### src/rtl/vbs_pkg.sv
`timescale 1ns / 1ps
// Shared types, constants and helpers for the Verlet ball step block.
// Used by every module under rtl; depends on nothing else.
package vbs_pkg;

  localparam logic OP_TICK  = 1'b0;
  localparam logic OP_PLACE = 1'b1;

  localparam logic [64:0] STOP_SQ_Q32 = 65'd10737418;

  typedef enum logic [2:0] {
    CFG_FRICTION    = 3'd0,
    CFG_RESTITUTION = 3'd1,
    CFG_DT_SQUARED  = 3'd2,
    CFG_RADIUS      = 3'd3,
    CFG_WALL_MIN_X  = 3'd4,
    CFG_WALL_MIN_Y  = 3'd5,
    CFG_WALL_MAX_X  = 3'd6,
    CFG_WALL_MAX_Y  = 3'd7
  } cfg_idx_t;

  typedef struct packed {
    logic [15:0]        friction_gain;
    logic [15:0]        restitution_gain;
    logic [31:0]        dt_squared;
    logic [30:0]        ball_radius;
    logic signed [31:0] wall_min_x;
    logic signed [31:0] wall_min_y;
    logic signed [31:0] wall_max_x;
    logic signed [31:0] wall_max_y;
  } cfg_t;

  localparam logic [15:0]        RST_FRICTION    = 16'd32440;
  localparam logic [15:0]        RST_RESTITUTION = 16'd26214;
  localparam logic [31:0]        RST_DT_SQUARED  = 32'd1193046;
  localparam logic [30:0]        RST_RADIUS      = 31'd65536;
  localparam logic signed [31:0] RST_WALL_MIN_X  = 32'sd0;
  localparam logic signed [31:0] RST_WALL_MIN_Y  = 32'sd0;
  localparam logic signed [31:0] RST_WALL_MAX_X  = 32'sd52428800;
  localparam logic signed [31:0] RST_WALL_MAX_Y  = 32'sd26214400;

  typedef enum logic [3:0] {
    ST_IDLE,
    ST_FRIC_X,
    ST_FRIC_Y,
    ST_ACC_X,
    ST_ACC_Y,
    ST_SQ_X,
    ST_SQ_Y,
    ST_INTEG,
    ST_CLAMP,
    ST_REST_Y,
    ST_PLACE,
    ST_SPD_X,
    ST_SPD_Y,
    ST_DONE
  } state_t;

  typedef enum logic [2:0] {
    MO_FRIC,
    MO_ACC,
    MO_SQV,
    MO_REST,
    MO_SPD
  } mul_op_t;

  typedef enum logic [3:0] {
    ACT_NONE,
    ACT_LOAD,
    ACT_VX,
    ACT_VY,
    ACT_AX,
    ACT_AY,
    ACT_SQ,
    ACT_INT,
    ACT_CLAMP,
    ACT_PREV_X,
    ACT_PREV_Y,
    ACT_PLACE,
    ACT_OUT
  } act_t;

  typedef struct packed {
    logic    mul_en;
    mul_op_t mul_op;
    logic    mul_y;
    act_t    act;
  } ctl_t;

  function automatic logic signed [31:0] sat32(input logic signed [65:0] v);
    logic signed [31:0] res;
    if (v > 66'sd2147483647) begin
      res = 32'sh7FFF_FFFF;
    end else if (v < -66'sd2147483648) begin
      res = 32'sh8000_0000;
    end else begin
      res = v[31:0];
    end
    return res;
  endfunction

endpackage

### src/rtl/vbs_ctrl.sv
`timescale 1ns / 1ps
// Sequencing state machine: issues multiplier and capture commands to the datapath.
// Depends on vbs_pkg for the state, command and opcode definitions.
module vbs_ctrl
  import vbs_pkg::*;
(
  input  logic clk,
  input  logic rst_n,
  input  logic in_valid,
  input  logic in_opcode,
  output logic in_ready,
  input  logic out_ready,
  output logic out_valid,
  output ctl_t ctl
);

  state_t state_r, state_nxt;
  logic   out_valid_r, out_valid_nxt;

  always_ff @(posedge clk) begin
    if (!rst_n) begin
      state_r     <= ST_IDLE;
      out_valid_r <= 1'b0;
    end else begin
      state_r     <= state_nxt;
      out_valid_r <= out_valid_nxt;
    end
  end

  always_comb begin
    state_nxt     = state_r;
    out_valid_nxt = out_valid_r && !out_ready;
    in_ready      = 1'b0;
    ctl.mul_en    = 1'b0;
    ctl.mul_op    = MO_FRIC;
    ctl.mul_y     = 1'b0;
    ctl.act       = ACT_NONE;
    unique case (state_r)
      ST_IDLE: begin
        in_ready = 1'b1;
        if (in_valid) begin
          ctl.act   = ACT_LOAD;
          state_nxt = (in_opcode == OP_PLACE) ? ST_PLACE : ST_FRIC_X;
        end
      end
      ST_FRIC_X: begin
        ctl.mul_en = 1'b1;
        ctl.mul_op = MO_FRIC;
        state_nxt  = ST_FRIC_Y;
      end
      ST_FRIC_Y: begin
        ctl.mul_en = 1'b1;
        ctl.mul_op = MO_FRIC;
        ctl.mul_y  = 1'b1;
        ctl.act    = ACT_VX;
        state_nxt  = ST_ACC_X;
      end
      ST_ACC_X: begin
        ctl.mul_en = 1'b1;
        ctl.mul_op = MO_ACC;
        ctl.act    = ACT_VY;
        state_nxt  = ST_ACC_Y;
      end
      ST_ACC_Y: begin
        ctl.mul_en = 1'b1;
        ctl.mul_op = MO_ACC;
        ctl.mul_y  = 1'b1;
        ctl.act    = ACT_AX;
        state_nxt  = ST_SQ_X;
      end
      ST_SQ_X: begin
        ctl.mul_en = 1'b1;
        ctl.mul_op = MO_SQV;
        ctl.act    = ACT_AY;
        state_nxt  = ST_SQ_Y;
      end
      ST_SQ_Y: begin
        ctl.mul_en = 1'b1;
        ctl.mul_op = MO_SQV;
        ctl.mul_y  = 1'b1;
        ctl.act    = ACT_SQ;
        state_nxt  = ST_INTEG;
      end
      ST_INTEG: begin
        ctl.act   = ACT_INT;
        state_nxt = ST_CLAMP;
      end
      ST_CLAMP: begin
        ctl.mul_en = 1'b1;
        ctl.mul_op = MO_REST;
        ctl.act    = ACT_CLAMP;
        state_nxt  = ST_REST_Y;
      end
      ST_REST_Y: begin
        ctl.mul_en = 1'b1;
        ctl.mul_op = MO_REST;
        ctl.mul_y  = 1'b1;
        ctl.act    = ACT_PREV_X;
        state_nxt  = ST_SPD_X;
      end
      ST_PLACE: begin
        ctl.act   = ACT_PLACE;
        state_nxt = ST_SPD_X;
      end
      ST_SPD_X: begin
        ctl.mul_en = 1'b1;
        ctl.mul_op = MO_SPD;
        ctl.act    = ACT_PREV_Y;
        state_nxt  = ST_SPD_Y;
      end
      ST_SPD_Y: begin
        ctl.mul_en = 1'b1;
        ctl.mul_op = MO_SPD;
        ctl.mul_y  = 1'b1;
        ctl.act    = ACT_SQ;
        state_nxt  = ST_DONE;
      end
      ST_DONE: begin
        if (!out_valid_r || out_ready) begin
          ctl.act       = ACT_OUT;
          out_valid_nxt = 1'b1;
          state_nxt     = ST_IDLE;
        end
      end
      default: begin
        state_nxt = ST_IDLE;
      end
    endcase
  end

  assign out_valid = out_valid_r;

  a_one_item_at_a_time: assert property (@(posedge clk) disable iff (!rst_n)
    (in_valid && in_ready) |=> !in_ready)
    else $error("item accepted while another is in progress");

  a_accept_enters_path: assert property (@(posedge clk) disable iff (!rst_n)
    (in_valid && in_ready) |=> (state_r == ST_FRIC_X || state_r == ST_PLACE))
    else $error("accepted item did not start a tick or place sequence");

  a_done_holds_while_blocked: assert property (@(posedge clk) disable iff (!rst_n)
    (state_r == ST_DONE && out_valid_r && !out_ready) |=> state_r == ST_DONE)
    else $error("result overwritten before the previous item was taken");

  a_done_presents_result: assert property (@(posedge clk) disable iff (!rst_n)
    (state_r == ST_DONE && (!out_valid_r || out_ready)) |=> out_valid_r)
    else $error("finished item not presented on the output");

endmodule

### config.mk
export PLATFORM = sky130hd
export DESIGN_NAME = vbs_ctrl
export DESIGN_NICKNAME = d
export VERILOG_FILES = /design/src/rtl/vbs_pkg.sv /design/src/rtl/vbs_ctrl.sv
export SDC_FILE = /design/constraint.sdc
export NUM_CORES = 1
export LEC_CHECK = 0
export ABC_AREA = 1
export BUFFER_PORTS_ARGS = -buffer_cell sky130_fd_sc_hd__buf_2
export CAP_MARGIN = 20
export CORE_AREA = 10 10 47 49
export CTS_CLUSTER_SIZE = 8
export DETAILED_ROUTE_END_ITERATION = 7
export DIE_AREA = 0 0 57 59
export GPL_TIMING_DRIVEN = 1
export PLACE_DENSITY = 0.63
export SLEW_MARGIN = 5
export SYNTH_ARGS = -nofsm -noshare
export SYNTH_HDL_FRONTEND = slang
export SYNTH_SLANG_ARGS = --single-unit
### constraint.sdc
create_clock -name clk -period 1.4 [get_ports clk]
set_input_delay 0.07 -clock clk [delete_from_list [all_inputs] [get_ports clk]]
set_output_delay 0.07 -clock clk [all_outputs]
set_load 0.02 [all_outputs]
# Word level (Yosys, flattened, before mapping)
# Cells that the tools add are included.
# op_classes
eq_ne,15
reduce_logical,14
n_mux,12
# ops
operator,count
one-hot mux 4 bit (13 select lines),1
one-hot mux 4 bit (12 select lines),1
equality test 4 bit (second input constant),6
one-hot mux 4 bit (5 select lines),1
equality test 4 x 3 -> 1 bit (second input constant),4
two-way mux 4 bit,4
OR reduction 2 bit,7
equality test 4 x 2 -> 1 bit (second input constant),2
two-way mux 1 bit,5
OR reduction 5 bit,1
equality test 4 x 1 -> 1 bit (second input constant),1
logical NOT 4 bit,1
!= test 2 bit (second input constant),2
logical NOT 1 bit,2
AND reduction 2 bit,1
logical AND 1 bit,1
logical OR 1 bit,1
# totals
output_inout_bits,11
reg_bits,5
wordCells,43

# Depth between registers and ports, before layout
# Gate-level depths: netlist of run 1.
# depth
depth_word,4
ltp_mapped,8

# Least setup slack after synthesis of run 1
# OpenSTA, ideal clock, no wires.
# synth_timing
path_kind,flip-flop to output port
start,register state_r[1]
end,output ctl[0] in the netlist's numbering
path_buffers,0
t_arrival_ns,1.223
stages_incl_launch_ff,6
path_slack_ns,0.107
path_cell_list,dfxtp_1 -> nor2_2 -> inv_2 -> nor2_1 -> nand2_1 -> o2111ai_1
# synth_rtl
element,line_no,source
"start, declared",vbs_ctrl.sv:17,"state_t state_r, state_nxt;"
"start signal, assigned",vbs_ctrl.sv:25,state_r <= state_nxt;
"end, declared",vbs_ctrl.sv:14,output ctl_t ctl

==> flow_metrics.env, run 1 <==
export IMPL_status="finished clean"
export IMPL_dp_cells=106
export IMPL_antenna_found_initial=0
export IMPL_io_buffer_count=15
export IMPL_fin_nets=103
export IMPL_drtPass1Iterations=4
export IMPL_met2WireLength_um=756
export IMPL_netlist_area_leader_share_pct=23.7
export IMPL_chipHeight_um=59
export IMPL_synth_area_leaders="dfxtp_1, nand2_1, inv_1"
export IMPL_fin_cells=113
export IMPL_crit_required_ps=1330
export IMPL_cts_buffers=3
export IMPL_synth_top_area_cell="dfxtp_1"
export IMPL_area_growth_pct=53.8
export IMPL_grt_max_degree=8
export IMPL_cts_root_buf="clkbuf_4"
export IMPL_r2r_slack_ps=260
export IMPL_synth_common_cells="nand2_1, inv_1, nor2_1, nand3_1, dfxtp_1"
export IMPL_fmax_mhz=722
export IMPL_vias=564
export IMPL_gp_congestion=0.954
export IMPL_syn_avg_cell_area_um2=5.87
export IMPL_ant_nets=0
export IMPL_diodes=0
export IMPL_wl_met3_um=47
export IMPL_clk_path_buf_depth=2
export IMPL_hpwl_mm=1.07
export IMPL_io_pins=16
export IMPL_fin_crit_ps=1390
export IMPL_synth_warnings=0
export IMPL_gr_total_overflow=0
export IMPL_initial_core_util_pct=30.2
export IMPL_row_count=14
export IMPL_die_w_um=57
export IMPL_finalSetupTns_ps=0
export IMPL_synth_seq_cells=5
export IMPL_vias_per_cell=4.99
export IMPL_syn_inst=72
export IMPL_drcViolationCount=0
export IMPL_hp_class="in -> reg"
export IMPL_layout_drive_gt1_share_pct=48.5
export IMPL_wirelength_mm=1.46
export IMPL_total_power_w=0.00151
export IMPL_fin_worst_skew_ps=1.28
export IMPL_htree_levels=1
export IMPL_final_util_pct=46.4
export IMPL_ys_dominant_reg_cell="dfxtp_1"
export IMPL_relSlewSlack_pct=85.3
export IMPL_holdBufCountCts=0
export IMPL_rsz0062_at_grt="true"
export IMPL_leakage_nw=0.365
export IMPL_synth_area_um2=423
export IMPL_clock_latency_ps=240
export IMPL_power_density_nw_per_um2=2320
export IMPL_grt_pass1_wl_mm=2.21
export IMPL_synth_most_common_cell="nand2_1"
export IMPL_met1Wirelength_um=586
export IMPL_finalMaxSlewViolations=0
export IMPL_design_die_area_um2=3360
export IMPL_worstMarginPinSlew_ps=218
export IMPL_cap_violations=0
export IMPL_crit_type="reg -> out"
export IMPL_ys_seq_area_share_pct=23.7
export IMPL_drtIter0Drc=9
export IMPL_end_kind="output port"
export IMPL_synthArstFlopShare_pct=0
export IMPL_synthDistinctLibCells=21
export IMPL_period_share_pct=98.9
export IMPL_synth_edf_count=0
export IMPL_clk_pin_slew_ps=40
export IMPL_grt_pass1_vias=535
export IMPL_hold_violations=0
export IMPL_grt_usage_pct=8.24
export IMPL_post_drt_wl_per_cell_um=12.9
export IMPL_clkSinkCount=5
export IMPL_cts_tree="yes"
export IMPL_synthesis_nets=77
export IMPL_core_area_um2=1400
export IMPL_finalSetupViolations=0
export IMPL_vdd_drop_max_v=0.00101
export IMPL_dr_max_layer_used="met4"
export IMPL_start_kind="flop"
export IMPL_arrival_ps=1320
export IMPL_crit_fanout=5
timing repair:
action | in CTS | in global routing
pin swaps | 2 | 3
setup buffers | 1 | 2
gates resized for setup | 11 | 11
setup endpoints to repair | 7 | 7
worst max-delay path, cell delays in order (launching register included):
cell      delay [ps]
dfxtp_4          360
nand2_4           80
inv_4             50
nand2_4           60
inv_1             50
nor3_2           190
o211ai_1         110
buf_4            170
area by class of cell:
class | count | area [um2]
sequential | 5 | 113
tap | 16 | 20.0
fill | 166 | 751
multi-input combinational | 51 | 299
clock buffer | 4 | 26.3
timing repair buffer | 21 | 130
inverter | 16 | 62.6
per-layer routing:
metal	global-route usage, %	vias to the layer above
met5	0	-
li1	-	282
met2	14.1	15
met3	1.50	6
met1	8.05	261
met4	8.39	0
flip-flops by register name, summed over array words and instances (netlist names):
| register | cells |
|---|---|
| out_valid | 1 |
| state_r | 4 |
placed cells by master, fill, tap and decap left out:
master,netlist,routed
dfxtp_1,5,1
nor2_2,3,3
inv_4,0,1
buf_2,0,11
clkbuf_1,0,1
o22ai_2,0,1
o21ai_0,2,2
nor2_4,0,2
nor3_2,1,1
clkbuf_4,0,3
inv_1,11,10
nand3_1,7,7
nand2_4,0,2
o211ai_1,2,2
nand4_1,1,1
o21ai_2,1,1
o21bai_1,1,1
a21oi_1,3,2
buf_4,0,10
dfxtp_2,0,1
nand2_1,13,12
nor2_1,9,7
dfxtp_4,0,3
nand2_2,3,2
o21ai_1,1,1
a31oi_1,1,1
nand3b_1,1,1
inv_2,4,5
o2111ai_1,1,1
a21oi_2,0,1
logic make-up after synthesis:
logic type      after synthesis  synth area share (%)
compound gates               13                  19.5
buf+inv                      16                  14.5
flops                         5                  23.7
simple gates                 38                  42.3
metrics by stage:
step | worst slack [ps] | hold slack, ps | cell area (um2)
after floorplan | 107 | 243 | 423
after global placement | 139 | 366 | 541
after detailed placement | 112 | 372 | 541
after CTS | 1.39 | 122 | 599
after global routing | -36.5 | 134 | 651
final | 14.7 | 110 | 651
power breakdown:
| part | switching, W | leakage (nW) | internal (W) |
|---|---|---|---|
| Combinational | 0.000643 | 0.307 | 0.000414 |
| Clock | 0.0000577 | 0.0150 | 0.000108 |
| Sequential | 0.0000865 | 0.0434 | 0.000200 |
| Total | 0.000788 | 0.365 | 0.000721 |
path summary, 6_finish.rpt:
path | cells past startpoint | startpoint | endpoint
worst max-delay path | 7 | state_r[1] | ctl[8]
worst min-delay path | 3 | rst_n | state_r[1]
worst max register to register | 7 | state_r[3] | state_r[0]
worst min register to register | 4 | out_valid | out_valid
Note: power is estimated with default switching activity, not from simulation.
==> run 2, diff against run 1 <==
- CORE_AREA: 10 10 47 49 -> 2 2 39 41
- DIE_AREA: 0 0 57 59 -> 0 0 41 43
==> run 2 against run 1 <==
Effect of this change:
- via count shrank 0.71%
- register-to-register slack improved by 30 ps
- count of clock-buffer cells in the layout is the same
- utilization grew 0.77 points
- cell count increased by 0.88%
- critical path type unchanged
- largest cell class unchanged
==> flow_metrics.env, run 2 (synthesized netlist as in run 1, its figures left out) <==
export IMPL_clock_latency_ps=240
export IMPL_finalSetupViolations=0
export IMPL_sw_frac_of_total_pct=50.6
export IMPL_whs_path_depth=3
export IMPL_hp_class="in -> reg"
export IMPL_start_kind="flop"
export IMPL_drtIter0Drc=13
export IMPL_die_w_um=41
export IMPL_htree_levels=1
export IMPL_crit_required_ps=1330
export IMPL_gp_congestion=0.896
export IMPL_initial_core_util_pct=30.6
export IMPL_fin_cells=114
export IMPL_sequentialPowerShare_pct=18.5
export IMPL_relSlewSlack_pct=85.1
export IMPL_clock_power_share_pct=11.1
export IMPL_clk_path_buf_depth=2
export IMPL_critPathMaxStageDelay_ps=360
export IMPL_total_power_w=0.00151
export IMPL_crit_type="reg -> out"
export IMPL_power_density_nw_per_um2=2310
export IMPL_ant_nets=0
export IMPL_vias_per_cell=4.91
export IMPL_rsz0062_at_grt="true"
export IMPL_core_area_um2=1380
export IMPL_hold_violations=0
export IMPL_final_cell_mix="nand2_1, buf_2, buf_4"
export IMPL_hpwl_um=933
export IMPL_fin_crit_ps=1350
export IMPL_cts_buffers=3
export IMPL_drtPass1Iterations=4
export IMPL_crit_chain="nand2_4 > inv_4 > nand2_4 > inv_1 > nor3_2 > o211ai_1 > buf_4"
export IMPL_crit_fanout=4
export IMPL_post_drt_wl_per_cell_um=11.5
export IMPL_grt_pass1_wl_mm=1.91
export IMPL_drcViolationCount=0
export IMPL_vias=560
export IMPL_final_util_pct=47.2
export IMPL_fmax_mhz=740
export IMPL_finalMaxSlewViolations=0
export IMPL_leakage_nw=0.372
export IMPL_fin_worst_skew_ps=6.78
export IMPL_slowest_stage="dfxtp_4"
export IMPL_clk_pin_slew_ps=50
export IMPL_gr_total_overflow=0
export IMPL_period_share_pct=96.6
export IMPL_io_pins=16
export IMPL_wirelength_mm=1.31
export IMPL_top_register="state_r"
export IMPL_diodes=0
export IMPL_grt_usage_pct=16.3
export IMPL_cpMostUsedCell="nand2_4"
export IMPL_clkSinkCount=5
export IMPL_antenna_found_initial=0
export IMPL_area_growth_pct=54.4
export IMPL_cap_violations=0
export IMPL_cts_root_buf="clkbuf_4"
export IMPL_vdd_drop_max_v=0.000939
export IMPL_worst_r2r_path_depth=7
export IMPL_dp_cells=105
export IMPL_switchingPower_w=0.000763
export IMPL_cts_tree="yes"
export IMPL_fin_nets=104
export IMPL_layout_drive_gt1_share_pct=51.0
export IMPL_grt_pass1_vias=461
export IMPL_worstMarginPinSlew_ps=223
export IMPL_comb_power_share_pct=70.3
export IMPL_io_buffer_count=15
export IMPL_chipHeight_um=43
export IMPL_arrival_ps=1280
export IMPL_grt_max_degree=8
export IMPL_p_int_w=0.000743
export IMPL_largest_reg_flops=4
export IMPL_design_die_area_um2=1760
export IMPL_end_kind="output port"
export IMPL_status="finished clean"
export IMPL_row_count=14
[run 2: stage by stage]
| step | instance area (um2) | setup TNS (ps) | hold WS [ps] | setup WS [ps] |
|---|---|---|---|---|
| 5_1_grt | 653 | -99.9 | 123 | -50.7 |
| 2_1_floorplan | 423 | 0 | 243 | 107 |
| 6_report | 653 | 0 | 121 | 47.9 |
| 3_5_place_dp | 533 | 0 | 367 | 128 |
| 3_3_place_gp | 533 | 0 | 376 | 131 |
| 4_1_cts | 593 | 0 | 115 | 10.7 |
[run 2: cell type report]
cell class	count	area [um2]
fillers	153	731
repair buffers	22	138
inverters	16	62.6
clock buffers	4	26.3
well taps	16	20.0
multi-input cells	51	294
flip-flops and latches	5	113
[run 2: path summary, 6_finish.rpt]
path / start / end / slack [ps]
worst max-delay path: state_r[1] / ctl[8] / 50
worst min-delay path: rst_n / state_r[1] / 120
worst max register to register: state_r[3] / state_r[0] / 290
worst min register to register: out_valid / out_valid / 610
[run 2: metal layers]
metal / part of all wire (%) / up-vias / track usage (%)
met3: 5.3 / 2 / 3.14
li1: - / 289 / -
met1: 41 / 249 / 20.0
met5: 0 / - / 0
met2: 52 / 20 / 25.6
met4: 1.5 / 0 / 8.00
[run 2: worst max-delay path, delay by kind of cell (launching register included)]
kind	cells	cell delay [ps]
AO/OA/AOI/OAI	1	100
buffers and inverters	3	270
flip-flops	1	360
AND/OR/NAND/NOR	3	300
[run 2: power groups by stage]
stage	clock [W]	combinational, W	sequential, W
6_report	0.000168	0.00106	0.000279
5_1_grt	0.000189	0.00116	0.000283
4_1_cts	0.000176	0.000909	0.000268
3_5_place_dp	0	0.000873	0.000249
3_3_place_gp	0	0.000877	0.000247
2_1_floorplan	0	0.000619	0.000237
[run 2: timing repair]
item,in CTS,in global routing
resized for setup,12,12
setup buffers,1,4
pin swaps,2,3
hold buffers,0,0
setup endpoints to repair,6,8
==> run 3, diff against run 2 <==
- CTS_BUF_LIST: not set -> sky130_fd_sc_hd__clkbuf_16
==> run 3 against run 2 <==
Effect of this change:
- combinational power decreased by 9.5%
- worst hold slack improved by 15 ps
- die area unchanged
- setup slack got worse by 1.6 ps
- first-iteration DRC count decreased by 15%
- sequential power about the same
- clock skew decreased by 4.8 ps
- clock power increased to 2.7 times the previous value
- cell area increased by 2.1%
- sequential share of layout area decreased by 0.36 points
- count of clock-buffer cells in the layout decreased by 1
- sequential cell count unchanged
==> flow_metrics.env, run 3 (synthesized netlist as in run 1, its figures left out) <==
export IMPL_status="finished clean"
export IMPL_end_kind="output port"
export IMPL_worstMarginPinSlew_ps=221
export IMPL_die_w_um=41
export IMPL_area_growth_pct=57.7
export IMPL_clk_path_buf_depth=2
export IMPL_final_util_pct=48.2
export IMPL_initial_core_util_pct=30.6
export IMPL_chipHeight_um=43
export IMPL_grt_max_degree=8
export IMPL_rsz0062_at_grt="true"
export IMPL_worst_r2r_path_depth=7
export IMPL_post_drt_wl_per_cell_um=11.4
export IMPL_vdd_drop_max_v=0.000913
export IMPL_row_count=14
export IMPL_largest_reg_flops=4
export IMPL_relSlewSlack_pct=85.2
export IMPL_finalSetupTns_ps=0
export IMPL_cts_tree="yes"
export IMPL_fin_nets=101
export IMPL_hp_class="in -> reg"
export IMPL_vias_per_cell=4.87
export IMPL_fmax_mhz=739
export IMPL_antenna_found_initial=0
export IMPL_fin_worst_skew_ps=1.99
export IMPL_total_power_w=0.00170
export IMPL_clk_pin_slew_ps=30
export IMPL_top_register="state_r"
export IMPL_io_pins=16
export IMPL_core_area_um2=1380
export IMPL_final_cell_mix="buf_2, inv_1, nand2_1"
export IMPL_crit_fanout=4
export IMPL_cts_buffers=3
export IMPL_hold_violations=0
export IMPL_htree_levels=1
export IMPL_holdBufCountCts=0
export IMPL_finalSetupViolations=0
export IMPL_vias=541
export IMPL_wirelength_mm=1.27
export IMPL_drtIter0Drc=11
export IMPL_hold_start="rst_n"
export IMPL_clkSinkCount=5
export IMPL_crit_required_ps=1330
export IMPL_gp_congestion=0.896
export IMPL_grt_pass1_wl_mm=1.99
export IMPL_cap_violations=0
export IMPL_period_share_pct=96.7
export IMPL_hold_end="state_r[1]"
export IMPL_clock_latency_ps=230
export IMPL_seq_area_um2=113
export IMPL_r2r_end="state_r[3]"
export IMPL_leakage_nw=0.378
export IMPL_grt_usage_pct=16.8
export IMPL_start_kind="flop"
export IMPL_drcViolationCount=0
export IMPL_finalMaxSlewViolations=0
export IMPL_layout_drive_gt1_share_pct=46.3
export IMPL_diodes=0
export IMPL_design_die_area_um2=1760
export IMPL_whs_path_depth=3
export IMPL_multi_input_area_um2=283
export IMPL_hpwl_um=933
export IMPL_r2r_start="state_r[3]"
export IMPL_grt_pass1_vias=485
export IMPL_power_density_nw_per_um2=2540
export IMPL_final_common_cell="buf_2"
export IMPL_r2r_slack_ps=280
export IMPL_io_buffer_count=15
export IMPL_gr_total_overflow=0
export IMPL_drtPass1Iterations=4
export IMPL_fillers=148
export IMPL_crit_type="reg -> out"
export IMPL_fin_crit_ps=1350
export IMPL_arrival_ps=1280
export IMPL_cts_root_buf="clkbuf_16"
export IMPL_ant_nets=0
[run 3: cell types whose count changed in the layout (fill, tap and decap cells not counted), sizes merged]
cell    before  now
buf         22   19
clkbuf       4    3
inv         16   17
[run 3: critical path: stages, from the launching register on]
cell and delay (ps):
dfxtp_4 350, nand2_4 80, inv_4 50, nand2_2 70
inv_1 50, nor3_2 170, o211ai_1 100, buf_4 170
[run 3: final cells by class]
type / count / area share (%)
timing repair buffer: 19 / 16.5
clock inverter: 1 / 0.563
tap: 16 / 3.00
multi-input combinational: 51 / 42.4
inverter: 16 / 9.38
clock buffer: 3 / 11.3
sequential: 5 / 16.9
[run 3: how the worst max path moves through the flow]
stage                from      to  slack [ps]
3_5_place_dp   state_r[1]  ctl[8]         130
4_1_cts        state_r[3]  ctl[8]           4
3_3_place_gp   state_r[2]  ctl[8]         130
2_1_floorplan  state_r[1]  ctl[0]         110
6_report       state_r[1]  ctl[8]          50
5_1_grt        state_r[1]  ctl[8]         -40
[run 3: metrics by stage]
| step | hold slack [ps] | cell area, um2 | setup slack [ps] | cells |
|---|---|---|---|---|
| floorplan | 243 | 423 | 107 | 72 |
| global placement | 376 | 533 | 131 | 105 |
| global route | 160 | 667 | -41.7 | 111 |
| detailed placement | 367 | 533 | 128 | 105 |
| CTS | 146 | 632 | 3.91 | 110 |
| finish | 136 | 667 | 46.3 | 111 |
[run 3: per-layer routing]
layer | part of all wire [%] | global-route usage (%) | vias to the layer above | routed length (um)
met5 | 0 | 0 | - | 0
met4 | 1.5 | 6.00 | 0 | 19
met3 | 4.8 | 4.71 | 2 | 61
met2 | 52 | 27.5 | 19 | 666
met1 | 41 | 19.7 | 237 | 523
li1 | - | - | 283 | -
[run 3: report_power, final]
group / switching [W] / internal (W)
Sequential: 0.0000785 / 0.000200
Clock: 0.0000894 / 0.000369
Combinational: 0.000594 / 0.000365
[run 3: timing repair]
action                                  CTS  global route
hold endpoints to repair                  0             0
gates resized for setup                   6            12
buffers inserted                          1             1
endpoints found under the setup margin    5             8
pin swaps                                 2             2
