### src/rtl/vbs_pkg.sv
`timescale 1ns / 1ps
// Shared types, constants and helpers for the Verlet ball step block.
// Used by every module under rtl; depends on nothing else.
package vbs_pkg;

  localparam logic OP_TICK  = 1'b0;
  localparam logic OP_PLACE = 1'b1;

  localparam logic [64:0] STOP_SQ_Q32 = 65'd10737418;

  typedef enum logic [2:0] {
    CFG_FRICTION    = 3'd0,
    CFG_RESTITUTION = 3'd1,
    CFG_DT_SQUARED  = 3'd2,
    CFG_RADIUS      = 3'd3,
    CFG_WALL_MIN_X  = 3'd4,
    CFG_WALL_MIN_Y  = 3'd5,
    CFG_WALL_MAX_X  = 3'd6,
    CFG_WALL_MAX_Y  = 3'd7
  } cfg_idx_t;

  typedef struct packed {
    logic [15:0]        friction_gain;
    logic [15:0]        restitution_gain;
    logic [31:0]        dt_squared;
    logic [30:0]        ball_radius;
    logic signed [31:0] wall_min_x;
    logic signed [31:0] wall_min_y;
    logic signed [31:0] wall_max_x;
    logic signed [31:0] wall_max_y;
  } cfg_t;

  localparam logic [15:0]        RST_FRICTION    = 16'd32440;
  localparam logic [15:0]        RST_RESTITUTION = 16'd26214;
  localparam logic [31:0]        RST_DT_SQUARED  = 32'd1193046;
  localparam logic [30:0]        RST_RADIUS      = 31'd65536;
  localparam logic signed [31:0] RST_WALL_MIN_X  = 32'sd0;
  localparam logic signed [31:0] RST_WALL_MIN_Y  = 32'sd0;
  localparam logic signed [31:0] RST_WALL_MAX_X  = 32'sd52428800;
  localparam logic signed [31:0] RST_WALL_MAX_Y  = 32'sd26214400;

  typedef enum logic [3:0] {
    ST_IDLE,
    ST_FRIC_X,
    ST_FRIC_Y,
    ST_ACC_X,
    ST_ACC_Y,
    ST_SQ_X,
    ST_SQ_Y,
    ST_INTEG,
    ST_CLAMP,
    ST_REST_Y,
    ST_PLACE,
    ST_SPD_X,
    ST_SPD_Y,
    ST_DONE
  } state_t;

  typedef enum logic [2:0] {
    MO_FRIC,
    MO_ACC,
    MO_SQV,
    MO_REST,
    MO_SPD
  } mul_op_t;

  typedef enum logic [3:0] {
    ACT_NONE,
    ACT_LOAD,
    ACT_VX,
    ACT_VY,
    ACT_AX,
    ACT_AY,
    ACT_SQ,
    ACT_INT,
    ACT_CLAMP,
    ACT_PREV_X,
    ACT_PREV_Y,
    ACT_PLACE,
    ACT_OUT
  } act_t;

  typedef struct packed {
    logic    mul_en;
    mul_op_t mul_op;
    logic    mul_y;
    act_t    act;
  } ctl_t;

  function automatic logic signed [31:0] sat32(input logic signed [65:0] v);
    logic signed [31:0] res;
    if (v > 66'sd2147483647) begin
      res = 32'sh7FFF_FFFF;
    end else if (v < -66'sd2147483648) begin
      res = 32'sh8000_0000;
    end else begin
      res = v[31:0];
    end
    return res;
  endfunction

endpackage

### src/rtl/vbs_cfg_regs.sv
`timescale 1ns / 1ps
// Configuration register bank: gains, time step, radius and wall positions.
// Depends on vbs_pkg for the register layout, indexes and reset values.
module vbs_cfg_regs
  import vbs_pkg::*;
(
  input  logic        clk,
  input  logic        rst_n,
  input  logic        cfg_we,
  input  logic [2:0]  cfg_index,
  input  logic [31:0] cfg_wdata,
  output cfg_t        cfg
);

  cfg_t cfg_r;

  always_ff @(posedge clk) begin
    if (!rst_n) begin
      cfg_r.friction_gain    <= RST_FRICTION;
      cfg_r.restitution_gain <= RST_RESTITUTION;
      cfg_r.dt_squared       <= RST_DT_SQUARED;
      cfg_r.ball_radius      <= RST_RADIUS;
      cfg_r.wall_min_x       <= RST_WALL_MIN_X;
      cfg_r.wall_min_y       <= RST_WALL_MIN_Y;
      cfg_r.wall_max_x       <= RST_WALL_MAX_X;
      cfg_r.wall_max_y       <= RST_WALL_MAX_Y;
    end else if (cfg_we) begin
      unique case (cfg_idx_t'(cfg_index))
        CFG_FRICTION:    cfg_r.friction_gain    <= cfg_wdata[15:0];
        CFG_RESTITUTION: cfg_r.restitution_gain <= cfg_wdata[15:0];
        CFG_DT_SQUARED:  cfg_r.dt_squared       <= cfg_wdata;
        CFG_RADIUS:      cfg_r.ball_radius      <= cfg_wdata[30:0];
        CFG_WALL_MIN_X:  cfg_r.wall_min_x       <= $signed(cfg_wdata);
        CFG_WALL_MIN_Y:  cfg_r.wall_min_y       <= $signed(cfg_wdata);
        CFG_WALL_MAX_X:  cfg_r.wall_max_x       <= $signed(cfg_wdata);
        CFG_WALL_MAX_Y:  cfg_r.wall_max_y       <= $signed(cfg_wdata);
      endcase
    end
  end

  assign cfg = cfg_r;

endmodule

### config.mk
export PLATFORM = sky130hd
export DESIGN_NAME = vbs_cfg_regs
export DESIGN_NICKNAME = d
export VERILOG_FILES = /design/src/rtl/vbs_pkg.sv /design/src/rtl/vbs_cfg_regs.sv
export SDC_FILE = /design/constraint.sdc
export NUM_CORES = 1
export LEC_CHECK = 0
export BUFFER_PORTS_ARGS = -buffer_cell sky130_fd_sc_hd__buf_4
export CAP_MARGIN = 0
export CORE_UTILIZATION = 51
export DETAILED_ROUTE_END_ITERATION = 8
export PLACE_DENSITY = 0.85
export SLEW_MARGIN = 0
export SYNTH_ARGS = -nofsm -noshare
export SYNTH_HDL_FRONTEND = slang
export SYNTH_SLANG_ARGS = --single-unit
### constraint.sdc
create_clock -name clk -period 1.4 [get_ports clk]
set_input_delay 0 -clock clk [delete_from_list [all_inputs] [get_ports clk]]
set_output_delay 0 -clock clk [all_outputs]
set_load 0.02 [all_outputs]
After elaboration in Yosys (flattened, before gate mapping)
Cells that the tools add are included.

Register bits after elaboration: 223. Output and inout port bits: 223.

Equality and inequality tests: 7. Reductions and logical operators: 9.

Operator list (count): AND reduction 2 bit (8); equality test 3 bit (second input constant) (4); equality test 3 x 2 -> 1 bit (second input constant) (2); equality test 3 x 1 -> 1 bit (second input constant) (1); zero test 3 bit (1).

Depth between registers and ports, before layout
Gate-level depths: netlist of run 1.

Depth in word-level cells: 2. Mapped depth: 5. Mapped depth without buffers: 2.

Worst setup path after synthesis of run 1
Ideal clock, no wire load.

Kind: input to register. Start point: input port cfg_index[0]. End point: register cfg_r (netlist bit cfg[222]). Arrival: 899 ps. Data required time: 1274 ps. Setup slack: 376 ps. Cell stages on the path: 4. Path through: or4b_1 -> buf_2 -> buf_6 -> mux2i_1.

Cells in the longest elaborated chain, start to end: 2.

Ends and longest elaborated chain: start: declaration (line vbs_cfg_regs.sv:10) `input logic [2:0] cfg_index,`; zero test 3 bit (line vbs_cfg_regs.sv:28) `unique case (cfg_idx_t'(cfg_index))`; AND reduction 2 bit (no line); end: declaration (line vbs_cfg_regs.sv:15) `cfg_t cfg_r;`.

No other way between the ends. A chain may end at the register's enable or synchronous reset.

==> out/qor_table.md, run 1 <==
| Stage | Metric | Value |
| --- | --- | --- |
| route | Detailed-route wire length per cell | 18.6 um |
| layout | Layout Nets | 1122 |
| floorplanning | Starting Density | 0.522 |
| logic synthesis | Synthesized net count | 830 |
| placed design | Pre-CTS setup slack | 0.204 ns |
| timing | Final Skew | 0 ns |
| route | Residual antenna-violating net count after detailed routing | 0 |
| timing | Setup Viol. Count Final | 0 |
| timing | Tightest Pin Transition | 0.471 ns |
| global route | Largest net degree at the start of global routing | 47 |
| job | Number of maximum-capacitance constraint violations | 0 |
| layout | Flip-flop count of the largest register after layout | 223 |
| pwr | Proportion of power drawn by the clock network | 0.459 |
| timing | Share of the cycle needed by the critical path after routing | 0.851 |
| worst setup path | Path type of the worst setup path | reg2reg |
| layout | Post-Layout Inst Area | 11800 um^2 |
| layout | Most common cell after layout, fill and taps aside | buf_4 |
| hold path | Number of cells traversed by the worst hold path | 4 |
| pwr | Design internal power | 11200 uW |
| logic synthesis | Ys flop type | dfxtp_1 |
| cts | Total CTS buffers | 23 |
| route | Drc violations | 0 |
| floorplanning | Count of pins on the block boundary | 261 |
| worst setup path | Reg-to-Reg End | cfg[218] |
| worst setup path | Worst endpoint data arrival time | 1.58 ns |
| route | WL final | 24.5 mm |
| route | Drt via density | 5.17 |
| logic synthesis | Combined area of all synthesized cells | 8290 um^2 |
| route | Total number of vias | 6800 |
| global route | Vias in the first global route | 6782 |
| global route | Global-route wire length before repair | 36.5 mm |
| cts | Sink count of the clock tree | 223 |
| floorplanning | Core region area | 15900 um^2 |
| placed design | PortBufs | 260 |
| timing | Slew Limit Fails | 0 |
| cts | TritonCTS clock tree | built |
| route | Top routing layer in use | met4 |
| hold path | Beginning of the worst hold path | cfg_index[0] |
| worst setup path | Worst-path maximum fanout | 2 |
| logic synthesis | Sequential element share of the synthesized area | 0.538 |
| logic synthesis | Number of warnings reported in the yosys synthesis log | 0 |
| route | Sum of routed wire segments on met1 | 9.27 mm |
| placed design | DP Wirelength | 16.1 mm |
| worst setup path | Worst stage delay on the critical path | 0.57 ns |
| global route | Overall overflow remaining after global route | 0 |
| cts | Clock root buffer | clkbuf_16 |
| layout | Share of cells above drive strength 1 | 0.305 |
| layout | Area Overhead vs Synth | 42.5% |
| route | 1st-iter DRT viols | 335 |
| floorplanning | Floorplan die width | 130 um |
| pwr | Pleak | 0.00599 uW |
| timing | Post-layout minimum cycle time | 1.19 ns |
| logic synthesis | Seq cells post-synth | 223 |
| layout | Number of inserted diodes | 0 |
| pwr | Net switching power | 3310 uW |
| worst setup path | Origin of the critical flop-to-flop path | cfg[218] |
| global route | Number of antenna violations at the first check in global routing | 0 |
| worst setup path | Internal reg-to-reg setup slack | 0.21 ns |
| logic synthesis | Number of distinct library cell variants in the gate-level netlist after synthesis | 17 |
| hold path | WHS Endpoint | cfg[208] |
| pwr | Sequential share of power | 0.453 |
| timing | Final hold viol count | 0 |
| cts | Htree depth | 1 |
| worst setup path | Crit start category | register |
| logic synthesis | Number of flops mapped to enable cells by yosys | 0 |
| pwr | Sw frac | 0.228 |
| worst setup path | Ordered cell list for the critical path | nor2b_1 -> mux2i_1 -> dlygate4sd3_1 |
| worst setup path | Kind of capture point of the worst setup path | register |
| global route | Global-route usage over all layers | 0.284 |
| floorplanning | Core Rows | 46 |
| route | Met3 routed wirelength | 2.33 mm |
| route | Sum of met2 wire segment lengths after detailed routing | 11.9 mm |
| run status | Status | finished clean |
| pwr | Part of the total power dissipated in combinational logic | 0.088 |
| floorplanning | Die boundary height | 130 um |
| cts | Clock edge transition at the registers on the reported setup and hold paths | 0.06 ns |
| route | Detailed Routing Iterations Pass 1 | 5 |
| timing | Setup Total Neg Slack | 0 ns |
| pwr | Maximum resistive drop on vdd | 0.00117 V |
| logic synthesis | Synthesized netlist cell count | 792 |
| worst setup path | Data required time of the worst path | 1.79 ns |
| cts | Clk_lat worst skew | 0.50 ns |
| logic synthesis | Asr flop ratio synth | 0 |
| floorplanning | Die Outline Area | 16800 um^2 |
| worst setup path | Crit-path slowest cell | dlygate4sd3_1 |
| timing | Setup repair after global routing missed its margin | false |
| placed design | GPL Wtd Cong | 0.777 |
| timing | Tightest slew margin relative to the limit | 0.686 |
| worst setup path | Number of cells traversed by the worst register-to-register path | 3 |
| hold path | Path category of the worst min-delay check | in2reg |
| cts | CTS Buffer Depth | 3 |
| timing | Final WS setup | 0.209 ns |
| logic synthesis | Synth Area per Inst | 10.5 um^2 |
| timing | Highest achievable clock rate | 839 MHz |
| layout | Most used cells in the layout excluding fill and tap cells | buf_4, mux2i_1, dfxtp_1 |
| pwr | Power density normalized to cell area | 1230 nW/um^2 |
| placed design | Placement-stage cell area | 10600 um^2 |
-- power by group through the flow --
stage | clock network [uW] | registers (uW) | logic, uW
finish | 6650 | 6570 | 1280
CTS | 6740 | 6570 | 1260
floorplan | 0 | 6870 | 466
global placement | 0 | 6700 | 1160
detailed placement | 0 | 6700 | 1180
global route | 7000 | 6580 | 1340
-- per-layer routing --
layer | GRT usage | vias up
met2 | 0.508 | 281
met5 | 0 | -
met1 | 0.303 | 3254
li1 | - | 3205
met4 | 0.122 | 0
met3 | 0.0979 | 60
-- synthesized netlist by cell type (2+ instances only) --
cell type | number | share of area
nand4bb_1 | 2 | 0.0027
nand2_1 | 221 | 0.10
nor2b_1 | 54 | 0.041
buf_4 | 7 | 0.0063
dfxtp_1 | 223 | 0.54
and4bb_1 | 2 | 0.0030
buf_6 | 2 | 0.0027
nand4b_1 | 2 | 0.0021
and4b_1 | 2 | 0.0024
mux2i_1 | 223 | 0.27
buf_2 | 21 | 0.013
clkbuf_1 | 25 | 0.011
buf_1 | 4 | 0.0018
-- critical path: cells and delay by family (launching register included) --
kind          cells  cell delay (ns)
mux               1             0.08
buf+inv           1             0.57
simple gates      1             0.11
flops             1             0.32
-- how the worst max path moves through the flow --
stage                            start  endpoint  slack [ns]  depth (start not counted)
final                         cfg[218]  cfg[218]        0.21                          3
after global routing          cfg[218]  cfg[218]        0.16                          3
after CTS                        rst_n  cfg[210]        0.02                          6
after detailed placement  cfg_index[0]  cfg[215]        0.20                          4
after global placement    cfg_index[0]  cfg[222]        0.21                          4
after floorplan           cfg_index[0]  cfg[222]        0.38                          4
-- kinds of logic after synthesis --
group,after synthesis,share of synthesized area
buffers and inverters,59,0.0349
DFF,223,0.538
and+or+nand+nor,287,0.158
muxes,223,0.269
-- cell type report --
class                   count  area [um^2]
flip-flops and latches    223         4460
repair buffers            326         2700
well taps                 216          270
clock inverters            12          191
fillers                  1090         4070
clock buffers              28          634
multi-input cells         510         3560
-- through the flow --
stage               utilization  std cells  hold WS, ns  power (uW)
detailed placement        0.668       1240        0.271        7880
floorplan                     -        792        0.160        7330
global route              0.744       1315       0.0536       14900
CTS                       0.742       1314       0.0199       14600
global placement          0.668       1240        0.259        7860
finish                    0.744       1315       0.0336       14500
-- what timing repair did --
item / 4_1_cts / 5_1_grt
gates resized for setup: 0 / 3
buffers inserted: 0 / 0
hold buffers: 34 / 0
setup endpoints to repair: 0 / 2
endpoints found under the hold margin: 152 / 0
Note: power is estimated with default switching activity, not from simulation.
==> run 2: changes to the inputs <==
--- a/config.mk
+++ b/config.mk
@@ -10,6 +10,7 @@
 export CORE_UTILIZATION = 51
 export DETAILED_ROUTE_END_ITERATION = 8
 export PLACE_DENSITY = 0.85
+export RECOVER_POWER = 50
 export SLEW_MARGIN = 0
 export SYNTH_ARGS = -nofsm -noshare
 export SYNTH_HDL_FRONTEND = slang
==> out/qor_table.md, run 2 (synthesis results as in run 1) <==
| Stage | Metric | Value | Delta |
| --- | --- | --- | --- |
| run status | Status | finished clean |  |
| worst setup path | Buffers and inverters on the worst path | 4 | +3 |
| worst setup path | Family of cells with the greatest summed delay on the critical path | buffers and inverters |  |
| route | Detailed-route wire length per cell | 18.7 um | +0.53% |
| timing | Setup Viol. Count Final | 0 | unchanged |
| worst setup path | Worst-path maximum fanout | 39 | +37 |
| layout | Layout Nets | 1122 | unchanged |
| timing | Share of the cycle needed by the critical path after routing | 0.864 | +0.0132 |
| floorplanning | Die boundary height | 130 um | unchanged |
| pwr | Net switching power | 3320 uW | +0.28% |
| timing | Tightest Pin Transition | 0.838 ns | +0.368 ns |
| global route | Number of antenna violations at the first check in global routing | 0 | unchanged |
| timing | Setup Total Neg Slack | 0 ns | unchanged |
| timing | Setup repair after global routing missed its margin | false |  |
| global route | Overall overflow remaining after global route | 0 | unchanged |
| cts | Sink count of the clock tree | 223 | unchanged |
| pwr | Design internal power | 11200 uW | -0.23% |
| worst setup path | Worst endpoint data arrival time | 1.63 ns | +0.05 ns |
| layout | Area Overhead vs Synth | 41.4% |  |
| global route | Largest net degree at the start of global routing | 47 | unchanged |
| timing | Final hold viol count | 0 | unchanged |
| worst setup path | Most frequent cell on the critical path | buf_12 |  |
| route | Drc violations | 0 | unchanged |
| worst setup path | Ordered cell list for the critical path | clkdlybuf4s25_1 -> buf_12 -> buf_12 -> clkbuf_1 -> nand2_1 -> mux2i_1 |  |
| layout | Most used cells in the layout excluding fill and tap cells | buf_4, mux2i_1, dfxtp_1 |  |
| worst setup path | Worst stage delay on the critical path | 0.49 ns | -0.08 ns |
| route | Total number of vias | 6839 | +0.57% |
| route | WL final | 24.6 mm | +0.53% |
| global route | Global-route wire length before repair | 36.5 mm | unchanged |
| floorplanning | Count of pins on the block boundary | 261 | unchanged |
| layout | Fillcell total | 1121 | +2.8% |
| job | Number of maximum-capacitance constraint violations | 0 | unchanged |
| pwr | Power density normalized to cell area | 1230 nW/um^2 | +0.67% |
| route | Drt via density | 5.20 | +0.57% |
| worst setup path | Crit-path slowest cell | clkbuf_1 |  |
| cts | Htree depth | 1 | unchanged |
| cts | Clock root buffer | clkbuf_16 |  |
| timing | Tightest slew margin relative to the limit | 0.441 | -0.245 |
| layout | Most common cell after layout, fill and taps aside | buf_4 |  |
| placed design | DP Wirelength | 16.1 mm | unchanged |
| worst setup path | Kind of capture point of the worst setup path | register |  |
| route | 1st-iter DRT viols | 353 | +5.4% |
| layout | Area taken by multi-input logic gates | 3560 um^2 | unchanged |
| pwr | Maximum resistive drop on vdd | 0.00117 V | -0.28% |
| layout | Combined flip-flop and latch cell area | 4460 um^2 | unchanged |
| route | Detailed Routing Iterations Pass 1 | 5 | unchanged |
| global route | Vias in the first global route | 6782 | unchanged |
| pwr | Sequential share of power | 0.454 | about the same |
| cts | Clk_lat worst skew | 0.50 ns | about the same |
| worst setup path | Path type of the worst setup path | in2reg |  |
| pwr | Part of the total power dissipated in combinational logic | 0.086 | -0.002 |
| pwr | Pleak | 0.00590 uW | -1.5% |
| layout | Flip-flop count of the largest register after layout | 223 | unchanged |
| worst setup path | Data required time of the worst path | 1.82 ns | +0.03 ns |
| cts | TritonCTS clock tree | built |  |
| timing | Slew Limit Fails | 0 | unchanged |
| pwr | Sw frac | 0.229 | +0.000896 |
| floorplanning | Starting Density | 0.522 | unchanged |
| cts | CTS Buffer Depth | 3 | unchanged |
| timing | Highest achievable clock rate | 827 MHz | -1.5% |
| cts | Clock edge transition at the registers on the reported setup and hold paths | 0.06 ns | about the same |
| floorplanning | Core Rows | 46 | unchanged |
| floorplanning | Core region area | 15900 um^2 | unchanged |
| placed design | DP Cell Count | 1240 | unchanged |
| floorplanning | Die Outline Area | 16800 um^2 | unchanged |
| cts | Total CTS buffers | 23 | unchanged |
| layout | Number of cells in the finished layout apart from fillers | 1315 | unchanged |
| hold path | Path category of the worst min-delay check | in2reg |  |
| layout | Share of cells above drive strength 1 | 0.287 | -0.0182 |
| worst setup path | Crit start category | input pin |  |
| floorplanning | Floorplan die width | 130 um | unchanged |
| placed design | GPL Wtd Cong | 0.777 | unchanged |
| global route | Global-route usage over all layers | 0.284 | unchanged |
| timing | Final Skew | 0 ns | unchanged |
| placed design | PortBufs | 260 | unchanged |
| route | Residual antenna-violating net count after detailed routing | 0 | unchanged |
| timing | Post-layout minimum cycle time | 1.21 ns | +0.0185 ns |
| pwr | Proportion of power drawn by the clock network | 0.460 | about the same |
| layout | Number of inserted diodes | 0 | unchanged |
run 2: worst paths after layout:
kind	cells past startpoint	to	startpoint	slack [ns]
max	6	cfg[92]	rst_n	0.19
min	3	cfg[8]	cfg_wdata[8]	0.04
max reg2reg	3	cfg[218]	cfg[218]	0.21
min reg2reg	2	cfg[137]	cfg[137]	0.46
run 2: metrics by stage:
| stage | total power [uW] | util | worst slack, ns | hold WS (ns) | instance area [um^2] |
|---|---|---|---|---|---|
| 2_1_floorplan | 7330 | - | 0.376 | 0.160 | 8290 |
| 3_3_place_gp | 7860 | 0.668 | 0.210 | 0.259 | 10600 |
| 3_5_place_dp | 7880 | 0.668 | 0.204 | 0.271 | 10600 |
| 4_1_cts | 14600 | 0.742 | 0.0176 | 0.0199 | 11800 |
| 5_1_grt | 14900 | 0.738 | 0.131 | 0.0546 | 11700 |
| 6_report | 14500 | 0.738 | 0.190 | 0.0376 | 11700 |
run 2: power by group through the flow:
stage / clock [uW] / combinational [uW] / sequential (uW)
floorplan: 0 / 466 / 6870
global placement: 0 / 1160 / 6700
detailed placement: 0 / 1180 / 6700
CTS: 6740 / 1260 / 6570
global route: 7000 / 1320 / 6580
finish: 6660 / 1250 / 6570
run 2: final cells by class:
type	instances	share of cell area
clock inverter	12	0.0163
clock buffer	28	0.0541
timing repair buffer	326	0.223
sequential	223	0.381
multi-input combinational	510	0.303
tap	216	0.0230
run 2: worst min-delay path, delay by kind of cell:
kind / cells / cell delay [ns]
simple gates: 1 / 0.22
mux: 1 / 0.20
buf+inv: 1 / 0.08
run 2: repair_timing:
item                                    CTS  global route
endpoints found under the hold margin   152             0
hold buffers                             34             0
setup buffers                             0             0
resized for setup                         0             3
endpoints found under the setup margin    0             2
run 2: routing by layer:
metal / vias to the layer above / wire length (um) / track usage
met5: - / 0 / 0
met4: 0 / 920 / 0.122
met3: 58 / 2350 / 0.0979
met2: 286 / 12000 / 0.508
met1: 3285 / 9320 / 0.303
li1: 3210 / - / -
==> run 3: changes to the inputs <==
--- a/config.mk
+++ b/config.mk
@@ -9,6 +9,7 @@
 export CAP_MARGIN = 0
 export CORE_UTILIZATION = 51
 export DETAILED_ROUTE_END_ITERATION = 8
+export MAX_ROUTING_LAYER = met4
 export PLACE_DENSITY = 0.85
 export RECOVER_POWER = 50
 export SLEW_MARGIN = 0
==> out/qor_table.md, run 3 (synthesis results as in run 1) <==
| Stage | Metric | Value | Delta |
| --- | --- | --- | --- |
| placed design | DP Cell Count | 1240 | unchanged |
| pwr | Part of the total power dissipated in combinational logic | 0.086 | about the same |
| pwr | Sequential share of power | 0.454 | about the same |
| placed design | GPL Wtd Cong | 0.788 | +1.4% |
| route | Total number of vias | 6806 | -0.48% |
| run status | Status | finished clean |  |
| global route | Met2 global-route usage | 0.509 | +0.00127 |
| timing | Tightest slew margin relative to the limit | 0.433 | -0.00810 |
| worst setup path | Worst stage delay on the critical path | 0.49 ns | about the same |
| global route | Largest net degree at the start of global routing | 47 | unchanged |
| cts | Clock root buffer | clkbuf_16 |  |
| floorplanning | Die Outline Area | 16800 um^2 | unchanged |
| placed design | Placement-stage cell area | 10600 um^2 | unchanged |
| cts | Sink count of the clock tree | 223 | unchanged |
| pwr | Pleak | 0.00590 uW | about the same |
| placed design | DP Wirelength | 16.1 mm | unchanged |
| layout | Most common cell after layout, fill and taps aside | buf_4 |  |
| timing | Tightest Pin Transition | 0.851 ns | +0.0122 ns |
| floorplanning | Starting Density | 0.522 | unchanged |
| route | Drc violations | 0 | unchanged |
| worst setup path | Kind of capture point of the worst setup path | register |  |
| route | WL final | 24.6 mm | about the same |
| pwr | Net switching power | 3320 uW | +0.13% |
| cts | TritonCTS clock tree | built |  |
| floorplanning | Die boundary height | 130 um | unchanged |
| route | Detailed-route wire length per cell | 18.7 um | about the same |
| timing | Setup Viol. Count Final | 0 | unchanged |
| placed design | Pre-CTS setup slack | 0.204 ns | unchanged |
| floorplanning | Count of pins on the block boundary | 261 | unchanged |
| cts | Setup Fix Bufs, Post-CTS | 0 | unchanged |
| route | Drt via density | 5.18 | -0.48% |
| layout | Number of cells in the finished layout apart from fillers | 1315 | unchanged |
| route | Detailed Routing Iterations Pass 1 | 5 | unchanged |
| hold path | Path category of the worst min-delay check | in2reg |  |
| layout | Post-Layout Inst Area | 11700 um^2 | about the same |
| global route | Overall overflow remaining after global route | 0 | unchanged |
| worst setup path | Crit start category | input pin |  |
| timing | Share of the cycle needed by the critical path after routing | 0.857 | -0.00671 |
| layout | Most used cells in the layout excluding fill and tap cells | buf_4, mux2i_1, dfxtp_1 |  |
| worst setup path | Worst endpoint data arrival time | 1.62 ns | about the same |
| global route | Peak-usage layer in the global routing report | met2 |  |
| global route | Vias in the first global route | 6804 | +0.32% |
| pwr | Power density normalized to cell area | 1240 nW/um^2 | about the same |
| worst setup path | Most frequent cell on the critical path | buf_12 |  |
| cts | Clk_lat worst skew | 0.49 ns | about the same |
| floorplanning | Floorplan die width | 130 um | unchanged |
| layout | Area Overhead vs Synth | 41.4% | about the same |
| placed design | PortBufs | 260 | unchanged |
| worst setup path | Buffers and inverters on the worst path | 4 | unchanged |
| global route | Global-route wire length before repair | 36.4 mm | -0.34% |
| global route | Number of antenna violations at the first check in global routing | 0 | unchanged |
| global route | Met3 GRT Util | 0.0818 | -0.0161 |
| worst setup path | Data required time of the worst path | 1.82 ns | about the same |
| layout | Layout Nets | 1122 | unchanged |
| timing | Post-layout minimum cycle time | 1.20 ns | -0.00940 ns |
| route | 1st-iter DRT viols | 404 | +14% |
| cts | Total CTS buffers | 23 | unchanged |
| cts | CTS Buffer Depth | 3 | unchanged |
| pwr | Sw frac | 0.229 | about the same |
| timing | Setup Total Neg Slack | 0 ns | unchanged |
| worst setup path | Path type of the worst setup path | in2reg |  |
| layout | Number of inserted diodes | 0 | unchanged |
| timing | Highest achievable clock rate | 833 MHz | +0.78% |
| floorplanning | Core Rows | 46 | unchanged |
| floorplanning | Core region area | 15900 um^2 | unchanged |
| worst setup path | Family of cells with the greatest summed delay on the critical path | buffers and inverters |  |
| layout | Fillcell total | 1122 | +0.089% |
| timing | Final hold viol count | 0 | unchanged |
| worst setup path | Ordered cell list for the critical path | clkdlybuf4s25_1 -> buf_12 -> buf_12 -> clkbuf_1 -> nand2_1 -> mux2i_1 |  |
| worst setup path | Crit-path slowest cell | clkbuf_1 |  |
| pwr | Total Power Consumption | 14500 uW | about the same |
| cts | Clock edge transition at the registers on the reported setup and hold paths | 0.07 ns | about the same |
| job | Number of maximum-capacitance constraint violations | 0 | unchanged |
| route | Residual antenna-violating net count after detailed routing | 0 | unchanged |
| pwr | Proportion of power drawn by the clock network | 0.460 | about the same |
| pwr | Design internal power | 11200 uW | about the same |
| layout | Flip-flop count of the largest register after layout | 223 | unchanged |
| pwr | Maximum resistive drop on vdd | 0.00117 V | about the same |
| global route | Global-route usage over all layers | 0.293 | +0.00869 |
| timing | Final WS setup | 0.200 ns | +0.00940 ns |
| global route | Met1 Resource Use GR | 0.312 | +0.00861 |
| cts | Htree depth | 1 | unchanged |
| timing | Final Skew | 0 ns | unchanged |
| layout | Share of cells above drive strength 1 | 0.287 | unchanged |
| worst setup path | Worst-path maximum fanout | 39 | unchanged |
| timing | Setup repair after global routing missed its margin | false |  |
| timing | Slew Limit Fails | 0 | unchanged |
[run 3: cell count changes in the layout (fill, tap and decap cells not counted)]
cell | before | now
clkbuf_2 | 1 | 2
buf_4 | 255 | 254
[run 3: stage by stage]
stage                util  hold WS [ns]
finish              0.738        0.0343
global route        0.738        0.0564
CTS                 0.742        0.0199
detailed placement  0.668         0.271
global placement    0.668         0.259
floorplan               -         0.160
[run 3: power by group through the flow]
stage               logic (uW)  registers (uW)  clock network [uW]
global placement          1160            6700                   0
detailed placement        1180            6700                   0
floorplan                  466            6870                   0
finish                    1250            6570                6670
CTS                       1260            6570                6740
global route              1320            6580                6990
[run 3: final timing paths]
kind / start / to / slack [ns] / cells after the start
setup / recovery: rst_n / cfg[92] / 0.20 / 6
hold reg to reg: cfg[116] / cfg[116] / 0.46 / 2
hold / removal: cfg_index[1] / cfg[207] / 0.03 / 4
setup reg to reg: cfg[218] / cfg[218] / 0.21 / 3
[run 3: area by class of cell]
type / count / area, um^2 / share of cell area
Sequential cell: 223 / 4460 / 0.381
Multi-Input combinational cell: 510 / 3560 / 0.303
Timing Repair Buffer: 326 / 2610 / 0.222
Clock buffer: 28 / 634 / 0.0541
Tap cell: 216 / 270 / 0.0231
Clock inverter: 12 / 191 / 0.0163
[run 3: worst register-to-register path: stages, from the launching register on]
cell and delay, ns:
dfxtp_1 0.32, nor2b_1 0.11, mux2i_1 0.08, dlygate4sd3_1 0.57
[run 3: repair_timing]
item,4_1_cts,5_1_grt
gates resized for setup,0,3
endpoints found under the setup margin,0,2
hold buffers,34,0
endpoints found under the hold margin,152,0
[run 3: per-layer routing]
metal	share of wire	wire length (um)
met5	0	0
met2	0.49	12000
met4	0.036	897
met1	0.39	9560
met3	0.087	2140
